--- src/aeat_pkg.sv ---
// ----------------------------------------------------------------------------
// aeat_pkg
// Shared codes, configuration layout and helpers for the axis event
// auto-repeat table.
// ----------------------------------------------------------------------------
`default_nettype none

package aeat_pkg;

    localparam logic [1:0] OP_SAMPLE = 2'd0;
    localparam logic [1:0] OP_TICK   = 2'd1;
    localparam logic [1:0] OP_CLEAR  = 2'd2;

    localparam int CFG_INDEX_BITS = 3;
    localparam int CFG_DATA_BITS  = 16;

    localparam logic [CFG_INDEX_BITS-1:0] REG_INVERT_MASK   = 3'd0;
    localparam logic [CFG_INDEX_BITS-1:0] REG_DEADZONE      = 3'd1;
    localparam logic [CFG_INDEX_BITS-1:0] REG_LEAN          = 3'd2;
    localparam logic [CFG_INDEX_BITS-1:0] REG_HOLD_TICKS    = 3'd3;
    localparam logic [CFG_INDEX_BITS-1:0] REG_REPEAT_TICKS  = 3'd4;

    // Q1.15 reset levels: 0.05 and 0.5 of full scale
    localparam logic [14:0] DEADZONE_RESET = 15'd1638;
    localparam logic [14:0] LEAN_RESET     = 15'd16384;
    localparam logic [15:0] HOLD_RESET     = 16'd500;
    localparam logic [15:0] REPEAT_RESET   = 16'd200;

    typedef struct packed {
        logic [15:0] invert_mask;
        logic [14:0] deadzone_level;
        logic [14:0] lean_level;
        logic [15:0] hold_ticks;
        logic [15:0] repeat_ticks;
    } cfg_t;

    typedef enum logic [1:0] {
        ST_IDLE = 2'b01,
        ST_SCAN = 2'b10
    } back_state_t;

    function automatic logic [31:0] sat_add(input logic [31:0] a, input logic [15:0] b);
        logic [32:0] s;
        s = {1'b0, a} + {17'b0, b};
        return s[32] ? 32'hFFFF_FFFF : s[31:0];
    endfunction

endpackage

`default_nettype wire

--- src/aeat_front.sv ---
// ----------------------------------------------------------------------------
// aeat_front
// Accepts requests, conditions sample values (clamp, invert, deadzone) and
// pushes them into the request queue.
// ----------------------------------------------------------------------------
`default_nettype none

module aeat_front #(
    parameter int VALUE_BITS = 16
) (
    input  aeat_pkg::cfg_t                cfg,
    input  logic                          start,
    output logic                          busy,
    input  logic [1:0]                    opcode,
    input  logic [3:0]                    axis,
    input  logic [3:0]                    device,
    input  logic signed [VALUE_BITS-1:0]  value,
    input  logic [15:0]                   elapsed,
    input  logic                          queue_full,
    output logic                          push,
    output logic [2*VALUE_BITS+25-1:0]    item
);
    import aeat_pkg::*;

    localparam int MW = VALUE_BITS - 1;
    localparam int LW = (MW > 15) ? MW : 15;
    localparam logic [VALUE_BITS-1:0] MOST_NEG  = {1'b1, {(VALUE_BITS-1){1'b0}}};
    localparam logic [VALUE_BITS-1:0] CLAMP_NEG = {1'b1, {(VALUE_BITS-2){1'b0}}, 1'b1};

    logic [VALUE_BITS-1:0] v_clamp;
    logic [VALUE_BITS-1:0] v_inv;
    logic [VALUE_BITS-1:0] v_abs;
    logic [MW-1:0]         mag;
    logic                  in_dz;
    logic [VALUE_BITS-1:0] v_out;
    logic [MW-1:0]         m_out;
    logic                  op_known;

    always_comb
    begin
        v_clamp = (value == MOST_NEG) ? CLAMP_NEG : value;
        v_inv   = cfg.invert_mask[axis] ? (~v_clamp + 1'b1) : v_clamp;
        v_abs   = v_inv[VALUE_BITS-1] ? (~v_inv + 1'b1) : v_inv;
        mag     = v_abs[MW-1:0];
        in_dz   = LW'(mag) < LW'(cfg.deadzone_level);
        v_out   = in_dz ? '0 : v_inv;
        m_out   = in_dz ? '0 : mag;
    end

    // unused opcode is accepted and dropped here
    assign op_known = (opcode == OP_SAMPLE) || (opcode == OP_TICK) || (opcode == OP_CLEAR);
    assign busy     = queue_full;
    assign push     = start && !queue_full && op_known;
    assign item     = {opcode, axis, device, v_out, m_out, elapsed};

endmodule

`default_nettype wire

--- src/aeat_fifo.sv ---
// ----------------------------------------------------------------------------
// aeat_fifo
// Two-entry request queue between the front and the table engine.
// ----------------------------------------------------------------------------
`default_nettype none

module aeat_fifo #(
    parameter int WIDTH = 8
) (
    input  logic             clk,
    input  logic             rst_n,
    input  logic             push,
    input  logic [WIDTH-1:0] wr_data,
    input  logic             pop,
    output logic [WIDTH-1:0] rd_data,
    output logic             full,
    output logic             empty
);
    logic [WIDTH-1:0] slot_reg [2];
    logic             wr_ptr_reg;
    logic             rd_ptr_reg;
    logic [1:0]       cnt_reg;
    logic             do_push;
    logic             do_pop;

    assign full    = (cnt_reg == 2'd2);
    assign empty   = (cnt_reg == 2'd0);
    assign do_push = push && !full;
    assign do_pop  = pop && !empty;
    assign rd_data = slot_reg[rd_ptr_reg];

    always_ff @(posedge clk or negedge rst_n)
    begin
        if (!rst_n)
        begin
            wr_ptr_reg <= 1'b0;
            rd_ptr_reg <= 1'b0;
            cnt_reg    <= 2'd0;
        end
        else
        begin
            if (do_push)
            begin
                wr_ptr_reg <= ~wr_ptr_reg;
            end
            if (do_pop)
            begin
                rd_ptr_reg <= ~rd_ptr_reg;
            end
            if (do_push && !do_pop)
            begin
                cnt_reg <= cnt_reg + 2'd1;
            end
            else if (do_pop && !do_push)
            begin
                cnt_reg <= cnt_reg - 2'd1;
            end
        end
    end

    always_ff @(posedge clk)
    begin
        if (do_push)
        begin
            slot_reg[wr_ptr_reg] <= wr_data;
        end
    end

endmodule

`default_nettype wire

--- src/aeat_back.sv ---
// ----------------------------------------------------------------------------
// aeat_back
// Table engine: walks the key table one entry per cycle for lookups and
// tick expiry, updates entries and drives the result strobe.
// ----------------------------------------------------------------------------
`default_nettype none

module aeat_back #(
    parameter int ENTRIES    = 32,
    parameter int VALUE_BITS = 16
) (
    input  logic                          clk,
    input  logic                          rst_n,
    input  aeat_pkg::cfg_t                cfg,
    input  logic                          item_valid,
    input  logic [2*VALUE_BITS+25-1:0]    item,
    output logic                          pop,
    output logic                          result_valid,
    output logic [3:0]                    out_axis,
    output logic [3:0]                    out_device,
    output logic signed [VALUE_BITS-1:0]  out_value,
    output logic                          bump,
    output logic                          is_repeat,
    output logic                          last
);
    import aeat_pkg::*;

    localparam int AW = (ENTRIES > 1) ? $clog2(ENTRIES) : 1;
    localparam int CW = $clog2(ENTRIES + 1);
    localparam int MW = VALUE_BITS - 1;
    localparam int LW = (MW > 15) ? MW : 15;

    // queue payload
    logic [1:0]            item_op;
    logic [3:0]            item_axis;
    logic [3:0]            item_device;
    logic [VALUE_BITS-1:0] item_value;
    logic [MW-1:0]         item_mag;
    logic [15:0]           item_elapsed;

    assign {item_op, item_axis, item_device, item_value, item_mag, item_elapsed} = item;

    // table storage
    logic [7:0]            key_mem [ENTRIES];
    logic [VALUE_BITS-1:0] cur_mem [ENTRIES];
    logic [31:0]           dl_mem  [ENTRIES];
    logic [7:0]            rd_key_reg;
    logic [VALUE_BITS-1:0] rd_cur_reg;
    logic [31:0]           rd_dl_reg;

    back_state_t           state_reg, state_next;
    logic [CW-1:0]         idx_reg, idx_next;
    logic                  pend_reg, pend_next;
    logic [AW-1:0]         pidx_reg, pidx_next;
    logic [CW-1:0]         count_reg, count_next;
    logic [31:0]           now_reg, now_next;
    logic [ENTRIES-1:0]    armed_reg, armed_next;
    logic                  is_tick_reg, is_tick_next;
    logic [3:0]            it_axis_reg, it_axis_next;
    logic [3:0]            it_device_reg, it_device_next;
    logic [VALUE_BITS-1:0] it_value_reg, it_value_next;
    logic [MW-1:0]         it_mag_reg, it_mag_next;

    // a repeat waits here until the next one (or the end of the walk) decides last
    logic                  hold_valid_reg, hold_valid_next;
    logic [3:0]            hold_axis_reg, hold_axis_next;
    logic [3:0]            hold_device_reg, hold_device_next;
    logic [VALUE_BITS-1:0] hold_value_reg, hold_value_next;

    logic                  res_valid_reg, res_valid_next;
    logic [3:0]            res_axis_reg, res_axis_next;
    logic [3:0]            res_device_reg, res_device_next;
    logic [VALUE_BITS-1:0] res_value_reg, res_value_next;
    logic                  res_bump_reg, res_bump_next;
    logic                  res_rep_reg, res_rep_next;
    logic                  res_last_reg, res_last_next;

    logic                  key_we, cur_we, dl_we;
    logic [AW-1:0]         wr_addr;
    logic [7:0]            key_wd;
    logic [31:0]           dl_wd;

    logic                  scan_issue;
    logic                  scan_done;
    logic                  key_hit;
    logic                  expired;
    logic [31:0]           rep_dl;
    logic [31:0]           hold_dl;
    logic [VALUE_BITS-1:0] old_abs;
    logic                  old_not_above;
    logic                  leaned;
    logic                  above;

    assign rep_dl     = sat_add(now_reg, cfg.repeat_ticks);
    assign hold_dl    = sat_add(now_reg, cfg.hold_ticks);
    assign scan_issue = (state_reg == ST_SCAN) && (idx_reg < count_reg);
    assign scan_done  = (state_reg == ST_SCAN) && !pend_reg && !(idx_reg < count_reg);
    assign key_hit    = (state_reg == ST_SCAN) && pend_reg && !is_tick_reg
                        && (rd_key_reg == {it_axis_reg, it_device_reg});
    assign expired    = (state_reg == ST_SCAN) && pend_reg && is_tick_reg
                        && armed_reg[pidx_reg] && (now_reg >= rd_dl_reg);
    assign old_abs    = rd_cur_reg[VALUE_BITS-1] ? (~rd_cur_reg + 1'b1) : rd_cur_reg;
    assign old_not_above = LW'(old_abs[MW-1:0]) <= LW'(cfg.lean_level);
    assign leaned     = LW'(it_mag_reg) >= LW'(cfg.lean_level);
    assign above      = LW'(it_mag_reg) > LW'(cfg.lean_level);

    always_comb
    begin
        state_next       = state_reg;
        idx_next         = idx_reg;
        pend_next        = pend_reg;
        pidx_next        = pidx_reg;
        count_next       = count_reg;
        now_next         = now_reg;
        armed_next       = armed_reg;
        is_tick_next     = is_tick_reg;
        it_axis_next     = it_axis_reg;
        it_device_next   = it_device_reg;
        it_value_next    = it_value_reg;
        it_mag_next      = it_mag_reg;
        hold_valid_next  = hold_valid_reg;
        hold_axis_next   = hold_axis_reg;
        hold_device_next = hold_device_reg;
        hold_value_next  = hold_value_reg;
        res_valid_next   = 1'b0;
        res_axis_next    = res_axis_reg;
        res_device_next  = res_device_reg;
        res_value_next   = res_value_reg;
        res_bump_next    = res_bump_reg;
        res_rep_next     = res_rep_reg;
        res_last_next    = res_last_reg;
        key_we           = 1'b0;
        cur_we           = 1'b0;
        dl_we            = 1'b0;
        wr_addr          = pidx_reg;
        key_wd           = {it_axis_reg, it_device_reg};
        dl_wd            = hold_dl;
        pop              = 1'b0;

        case (state_reg)
            ST_IDLE:
            begin
                if (item_valid)
                begin
                    pop            = 1'b1;
                    idx_next       = '0;
                    pend_next      = 1'b0;
                    it_axis_next   = item_axis;
                    it_device_next = item_device;
                    it_value_next  = item_value;
                    it_mag_next    = item_mag;
                    case (item_op)
                        OP_SAMPLE:
                        begin
                            is_tick_next = 1'b0;
                            state_next   = ST_SCAN;
                        end
                        OP_TICK:
                        begin
                            is_tick_next    = 1'b1;
                            now_next        = sat_add(now_reg, item_elapsed);
                            hold_valid_next = 1'b0;
                            state_next      = ST_SCAN;
                        end
                        OP_CLEAR:
                        begin
                            armed_next = '0;
                            count_next = '0;
                            now_next   = '0;
                        end
                        default:
                        begin
                        end
                    endcase
                end
            end

            ST_SCAN:
            begin
                pend_next = 1'b0;
                if (key_hit)
                begin
                    cur_we = 1'b1;
                    if (leaned)
                    begin
                        if (!armed_reg[pidx_reg])
                        begin
                            armed_next[pidx_reg] = 1'b1;
                            dl_we                = 1'b1;
                        end
                    end
                    else
                    begin
                        armed_next[pidx_reg] = 1'b0;
                    end
                    res_valid_next  = 1'b1;
                    res_axis_next   = it_axis_reg;
                    res_device_next = it_device_reg;
                    res_value_next  = it_value_reg;
                    res_bump_next   = old_not_above && above;
                    res_rep_next    = 1'b0;
                    res_last_next   = 1'b1;
                    state_next      = ST_IDLE;
                end
                else
                begin
                    if (scan_issue)
                    begin
                        pend_next = 1'b1;
                        pidx_next = idx_reg[AW-1:0];
                        idx_next  = idx_reg + CW'(1);
                    end
                    if (expired)
                    begin
                        dl_we = 1'b1;
                        dl_wd = rep_dl;
                        if (hold_valid_reg)
                        begin
                            res_valid_next  = 1'b1;
                            res_axis_next   = hold_axis_reg;
                            res_device_next = hold_device_reg;
                            res_value_next  = hold_value_reg;
                            res_bump_next   = 1'b1;
                            res_rep_next    = 1'b1;
                            res_last_next   = 1'b0;
                        end
                        hold_valid_next  = 1'b1;
                        hold_axis_next   = rd_key_reg[7:4];
                        hold_device_next = rd_key_reg[3:0];
                        hold_value_next  = rd_cur_reg;
                    end
                    if (scan_done)
                    begin
                        state_next = ST_IDLE;
                        if (is_tick_reg)
                        begin
                            if (hold_valid_reg)
                            begin
                                res_valid_next  = 1'b1;
                                res_axis_next   = hold_axis_reg;
                                res_device_next = hold_device_reg;
                                res_value_next  = hold_value_reg;
                                res_bump_next   = 1'b1;
                                res_rep_next    = 1'b1;
                                res_last_next   = 1'b1;
                            end
                            hold_valid_next = 1'b0;
                        end
                        else
                        begin
                            // key not in table: append if there is room
                            res_valid_next  = 1'b1;
                            res_axis_next   = it_axis_reg;
                            res_device_next = it_device_reg;
                            res_value_next  = it_value_reg;
                            res_rep_next    = 1'b0;
                            res_last_next   = 1'b1;
                            res_bump_next   = 1'b0;
                            if (count_reg < CW'(ENTRIES))
                            begin
                                wr_addr                       = count_reg[AW-1:0];
                                key_we                        = 1'b1;
                                cur_we                        = 1'b1;
                                dl_we                         = 1'b1;
                                armed_next[count_reg[AW-1:0]] = leaned;
                                count_next                    = count_reg + CW'(1);
                                res_bump_next                 = above;
                            end
                        end
                    end
                end
            end

            default:
            begin
                state_next = ST_IDLE;
            end
        endcase
    end

    always_ff @(posedge clk or negedge rst_n)
    begin
        if (!rst_n)
        begin
            state_reg      <= ST_IDLE;
            idx_reg        <= '0;
            pend_reg       <= 1'b0;
            count_reg      <= '0;
            now_reg        <= '0;
            armed_reg      <= '0;
            hold_valid_reg <= 1'b0;
            res_valid_reg  <= 1'b0;
        end
        else
        begin
            state_reg      <= state_next;
            idx_reg        <= idx_next;
            pend_reg       <= pend_next;
            count_reg      <= count_next;
            now_reg        <= now_next;
            armed_reg      <= armed_next;
            hold_valid_reg <= hold_valid_next;
            res_valid_reg  <= res_valid_next;
        end
    end

    always_ff @(posedge clk)
    begin
        pidx_reg        <= pidx_next;
        is_tick_reg     <= is_tick_next;
        it_axis_reg     <= it_axis_next;
        it_device_reg   <= it_device_next;
        it_value_reg    <= it_value_next;
        it_mag_reg      <= it_mag_next;
        hold_axis_reg   <= hold_axis_next;
        hold_device_reg <= hold_device_next;
        hold_value_reg  <= hold_value_next;
        res_axis_reg    <= res_axis_next;
        res_device_reg  <= res_device_next;
        res_value_reg   <= res_value_next;
        res_bump_reg    <= res_bump_next;
        res_rep_reg     <= res_rep_next;
        res_last_reg    <= res_last_next;
    end

    always_ff @(posedge clk)
    begin
        if (key_we)
        begin
            key_mem[wr_addr] <= key_wd;
        end
        if (cur_we)
        begin
            cur_mem[wr_addr] <= it_value_reg;
        end
        if (dl_we)
        begin
            dl_mem[wr_addr] <= dl_wd;
        end
        if (scan_issue)
        begin
            rd_key_reg <= key_mem[idx_reg[AW-1:0]];
            rd_cur_reg <= cur_mem[idx_reg[AW-1:0]];
            rd_dl_reg  <= dl_mem[idx_reg[AW-1:0]];
        end
    end

    assign result_valid = res_valid_reg;
    assign out_axis     = res_axis_reg;
    assign out_device   = res_device_reg;
    assign out_value    = res_value_reg;
    assign bump         = res_bump_reg;
    assign is_repeat    = res_rep_reg;
    assign last         = res_last_reg;

endmodule

`default_nettype wire

--- src/axis_event_autorepeat_table_core.sv ---
// ----------------------------------------------------------------------------
// axis_event_autorepeat_table_core
// Joystick axis conditioner with a keyed auto-repeat table.
// ----------------------------------------------------------------------------
// Requests: start/busy. A request (opcode, axis, device, value, elapsed) is
// taken at a clock edge with start high and busy low; busy is high only while
// the two-entry request queue is full.
// Config: cfg_we/cfg_index/cfg_data, one write per cycle, applied at once.
// Results: one cycle strobe on result_valid with the result fields; last
// marks the final result of a request. The receiver cannot stall.
// Flow, per request, in the table engine: the request is dequeued, then the
// table is walked at one entry per cycle through the registered table read port.
// A sample ends at a hit or, on a miss, at the end of the walk, and its result
// strobe is registered; a tick walks the whole table and its last repeat
// follows the end of the walk. A clear walks nothing and gives no result.
// Reset: table empty, all entries disarmed, time zero, registers at defaults.
// ----------------------------------------------------------------------------
`default_nettype none

module axis_event_autorepeat_table_core #(
    parameter int ENTRIES    = 32,
    parameter int VALUE_BITS = 16
) (
    input  logic                                    clk,
    input  logic                                    rst_n,
    input  logic                                    start,
    output logic                                    busy,
    input  logic [1:0]                              opcode,
    input  logic [3:0]                              axis,
    input  logic [3:0]                              device,
    input  logic signed [VALUE_BITS-1:0]            value,
    input  logic [15:0]                             elapsed,
    input  logic                                    cfg_we,
    input  logic [aeat_pkg::CFG_INDEX_BITS-1:0]     cfg_index,
    input  logic [aeat_pkg::CFG_DATA_BITS-1:0]      cfg_data,
    output logic                                    result_valid,
    output logic [3:0]                              out_axis,
    output logic [3:0]                              out_device,
    output logic signed [VALUE_BITS-1:0]            out_value,
    output logic                                    bump,
    output logic                                    is_repeat,
    output logic                                    last
);
    import aeat_pkg::*;

    localparam int QW = 2 * VALUE_BITS + 25;

    cfg_t          cfg_reg;
    logic          q_push;
    logic          q_pop;
    logic          q_full;
    logic          q_empty;
    logic [QW-1:0] q_wr_data;
    logic [QW-1:0] q_rd_data;

    always_ff @(posedge clk or negedge rst_n)
    begin
        if (!rst_n)
        begin
            cfg_reg.invert_mask    <= '0;
            cfg_reg.deadzone_level <= DEADZONE_RESET;
            cfg_reg.lean_level     <= LEAN_RESET;
            cfg_reg.hold_ticks     <= HOLD_RESET;
            cfg_reg.repeat_ticks   <= REPEAT_RESET;
        end
        else if (cfg_we)
        begin
            case (cfg_index)
                REG_INVERT_MASK:  cfg_reg.invert_mask    <= cfg_data;
                REG_DEADZONE:     cfg_reg.deadzone_level <= cfg_data[14:0];
                REG_LEAN:         cfg_reg.lean_level     <= cfg_data[14:0];
                REG_HOLD_TICKS:   cfg_reg.hold_ticks     <= cfg_data;
                REG_REPEAT_TICKS: cfg_reg.repeat_ticks   <= cfg_data;
                default:
                begin
                end
            endcase
        end
    end

    aeat_front #(
        .VALUE_BITS (VALUE_BITS)
    ) u_front (
        .cfg        (cfg_reg),
        .start      (start),
        .busy       (busy),
        .opcode     (opcode),
        .axis       (axis),
        .device     (device),
        .value      (value),
        .elapsed    (elapsed),
        .queue_full (q_full),
        .push       (q_push),
        .item       (q_wr_data)
    );

    aeat_fifo #(
        .WIDTH (QW)
    ) u_fifo (
        .clk     (clk),
        .rst_n   (rst_n),
        .push    (q_push),
        .wr_data (q_wr_data),
        .pop     (q_pop),
        .rd_data (q_rd_data),
        .full    (q_full),
        .empty   (q_empty)
    );

    aeat_back #(
        .ENTRIES    (ENTRIES),
        .VALUE_BITS (VALUE_BITS)
    ) u_back (
        .clk          (clk),
        .rst_n        (rst_n),
        .cfg          (cfg_reg),
        .item_valid   (!q_empty),
        .item         (q_rd_data),
        .pop          (q_pop),
        .result_valid (result_valid),
        .out_axis     (out_axis),
        .out_device   (out_device),
        .out_value    (out_value),
        .bump         (bump),
        .is_repeat    (is_repeat),
        .last         (last)
    );

    // a live sample always closes its request
    a_sample_is_last: assert property (@(posedge clk) disable iff (!rst_n)
        result_valid && !is_repeat |-> last)
        else $error("sample result without last");

    // every repeat carries bump
    a_repeat_bumps: assert property (@(posedge clk) disable iff (!rst_n)
        result_valid && is_repeat |-> bump)
        else $error("repeat result without bump");

    // the engine never dequeues from an empty queue
    a_no_empty_pop: assert property (@(posedge clk) disable iff (!rst_n)
        q_pop |-> !q_empty)
        else $error("dequeue from empty request queue");

endmodule

`default_nettype wire
--- config.mk ---
export PLATFORM = sky130hd
export DESIGN_NAME = axis_event_autorepeat_table_core
export DESIGN_NICKNAME = d
export VERILOG_FILES = /design/src/aeat_pkg.sv /design/src/aeat_front.sv /design/src/aeat_fifo.sv /design/src/aeat_back.sv /design/src/axis_event_autorepeat_table_core.sv
export SDC_FILE = /design/constraint.sdc
export NUM_CORES = 2
export LEC_CHECK = 0
export ABC_CLOCK_PERIOD_IN_PS = 5150
export BUFFER_PORTS_ARGS = -buffer_cell sky130_fd_sc_hd__buf_2
export CAP_MARGIN = 20
export CORE_UTILIZATION = 27
export CTS_BUF_LIST = sky130_fd_sc_hd__clkbuf_8
export CTS_CLUSTER_DIAMETER = 40
export DETAILED_ROUTE_END_ITERATION = 8
export SYNTH_ARGS = -nofsm -noshare
export SYNTH_HDL_FRONTEND = slang
export SYNTH_SLANG_ARGS = --single-unit
export TNS_END_PERCENT = 100
--- constraint.sdc ---
create_clock -name clk -period 5.15 [get_ports clk]
set_clock_uncertainty 0.1 [all_clocks]
set_input_delay 0.515 -clock clk [delete_from_list [all_inputs] [get_ports clk]]
set_output_delay 0.515 -clock clk [all_outputs]
set_load 0.02 [all_outputs]
==> out/metrics.yaml <==
sta:
  rsz0062_at_grt: "false"
  worst-slew-pin-transition_ns: 1.31
  setup_slack_ns: 0.459
  fmax_mhz: 213
  finalCritPeriodShare_pct: 91.1
  max-slew-margin-rel_pct: 12.6
  fin_setup_tns_ns: 0
  drv_slew: 0
  report.final.hold_viol_count: 0
  min_period_ns: 4.69
  finalSetupViolations: 0
floorplanning:
  start_util_pct: 27.1
  io_pins: 94
  num_rows: 214
  die_w_um: 586
  core_sq_um: 340000
  dieArea_sq_um: 344000
  die_h_um: 586
place:
  gp_congestion: 0.861
  port_buffers: 93
  dpl_worst_slack_ns: 0.106
  dp_hpwl_mm: 142
final_layout:
  largest_reg_flops: 1024
  nNetsFinal: 5606
  reg_top3: "u_back.dl_mem x1024, u_back.cur_mem x512, u_back.key_mem x256"
  largest-register: "u_back.dl_mem"
  syn2layout_area_growth_pct: 16.9
  drive_above_1_share_pct: 30.3
  final_util_pct: 31.7
detailed_routing:
  first_pass_iters: 9
  drt_iter0_markers: 5268
  wl_per_cell_um: 23.2
  num_vias: 49211
  routed_wirelength_mm: 237
  drc_errors: 32
  via_per_inst: 4.81
  drtAntennaViolNets: 0
logic_synthesis:
  synthesis.nets: 5099
  ys.flop_type: "edfxtp_1"
  avgSynthCellArea_sq_um: 18.9
  synthCells: 4891
  yosysMostFrequentCell: "edfxtp_1"
  synth_edf_count: 2055
  netlist_top_cells_area: "edfxtp_1 67%, mux4_2 14%, dfrtp_1 4.0%"
  yosysSeqAreaShare_pct: 71.4
  synth_area_sq_um: 92200
  async_flop_share_pct: 7.35
  ys_seq_elements: 2218
  yosysWarningCount: 0
  yosysTopAreaCell: "edfxtp_1"
  netlist.area_leader.share_pct: 66.9
  synthTopCellsByCount: "2055 x edfxtp_1, 562 x mux4_2, 256 x nor2_1"
  yosysUniqueCellTypes: 102
run_status:
  status: "finished with violations"
  violations: "DRC"
clock_tree:
  cts_inserted_buffers: 357
  cts.reportedPaths.clkPinSlew_ns: 0.06
  cts_buffer_depth: 4
  clockRootBuffer: "clkbuf_8"
  cts.sinks: 2218
  cts_tree: "built"
  h-tree-depth: 5
  worstSkewPairLatency_ns: 0.98
setup_path:
  path_class: "reg -> reg"
  arrival_ns: 5.22
  crit_path_start_kind: "register"
  cp-end-kind: "register"
  worstPathRequired_ns: 5.68
  ff2ff_path_depth: 10
  cp_max_fo: 32
global_route:
  grt_max_degree: 164
  grt_pass1_wl_mm: 345
  grt_use_total_pct: 13.5
  antenna_found_initial: 6
  grt_pass1_vias: 50432
  grt_overflow_total: 0
worst_hold_path:
  min_path_cells: 3
  hold_class: "in -> reg"
power_and_ir_drop:
  power_density_nw_per_um2: 463
  p_leak_nw: 34.3
  irDropWorstVdd_mv: 0.347
flow_run:
  maxCapViolations: 0
[placed cells by master, fill, tap and decap left out, types with 20 or more instances in the layout]
cell           Yosys  routed
nor2b_1           35      34
edfxtp_1        2055    2055
mux4_2           562     562
mux2_2           193     193
nand2_1          194     194
nor3_1            29      28
a21o_1            28      28
dlygate4sd3_1      0      65
clkinv_2           0      45
xnor2_1           49      49
nand2b_1          24      24
mux2i_1           49      47
a21oi_1           82      73
o31ai_1           42      42
o21a_1            26      26
nand4_1           36      36
ha_1             140     140
o21ai_0          186     185
inv_1            107     186
a221oi_1          35      34
nor2_1           256     192
buf_2             17      92
buf_4              2     202
nor2_4             0      31
and3_1            22      22
nand3_1           40      40
a31oi_1           31      20
xor2_1            34      34
buf_12             0      26
clkbuf_8           0     368
dfrtp_1          146     139
clkinv_1           3      96
nor2_2             1      34
[per-layer routing]
layer	vias to the layer above	share of wire [%]	track usage, %
met5	-	0	0
met4	0	2.5	3.96
met3	356	6.7	2.21
met2	1873	48	22.1
met1	26018	43	18.4
li1	20964	-	-
[final timing paths]
check	slack, ns	end	startpoint
setup / recovery	0.46	u_back.dl_mem[3][25]$_DFFE_PP_	u_back.now_reg[1]$_DFFE_PN0P_
hold / removal	0.08	u_fifo.slot_reg[0][36]$_DFFE_PP_	value[5]
setup reg to reg	0.46	u_back.dl_mem[3][25]$_DFFE_PP_	u_back.now_reg[1]$_DFFE_PN0P_
hold reg to reg	0.38	u_back.hold_device_reg[3]$_DFFE_PP_	u_back.rd_key_reg[3]$_DFFE_PP_
max in group asynchronous	3.72	u_back.now_reg[4]$_DFFE_PN0P_	rst_n
min in group asynchronous	0.23	u_back.armed_reg[10]$_DFFE_PN0P_	rst_n
[per-stage QoR]
step,hold slack [ns],instances,instance area [sq um],power (mW)
finish,0.0786,10223,108000,49.9
global route,0.0570,10218,108000,52.0
CTS,0.00425,10202,107000,50.1
detailed placement,0.360,9497,100000,35.3
global placement,0.358,9497,100000,34.9
floorplan,0.119,4891,92200,31.1
[timing repair]
action / in CTS / in global routing
buffers inserted: 0 / 0
hold endpoints to repair: 295 / 0
hold buffers: 65 / 0
gates resized for setup: 0 / 0
setup endpoints to repair: 0 / 0
[area by class of cell]
class	count	area, sq um
Tap cell	4536	5680
Timing Repair Buffer	399	3520
Inverter	111	418
Clock buffer	367	5050
Clock inverter	273	1750
Sequential cell	2218	65800
Multi-Input combinational cell	2311	25500
Antenna cell	8	20.0
Fill cell	32489	232000
[report_power, final]
group	internal (mW)	switching, mW	leakage [nW]
clock	7.59	7.11	3.73
sequential	23.0	0.684	20.6
combinational	4.39	7.17	9.97
total	34.9	15.0	34.3
[worst max-delay path, stage by stage (launching register included)]
cell and delay (ns):
dfrtp_1 0.49, inv_1 0.20, fa_1 0.46, nor2b_1 0.20, o2111ai_1 0.15, a31oi_1 0.44
o211ai_1 0.25, a211oi_1 0.33, a211o_1 0.58, o22a_1 0.32, o22a_1 0.83
[cell families (layout without fill, tap and decap cells)]
family / Yosys count / count (layout) / share of synthesized area [%]
flops: 2218 / 2218 / 71.4
mux: 805 / 805 / 16.6
simple gates: 710 / 710 / 3.58
compound gates: 566 / 566 / 4.06
buf+inv: 362 / 1150 / 1.54
fa+ha+maj: 143 / 143 / 1.96
xor+xnor: 87 / 87 / 0.859
other cells: 0 / 8 / 0
No activity file was read; power rests on OpenSTA's default activity.
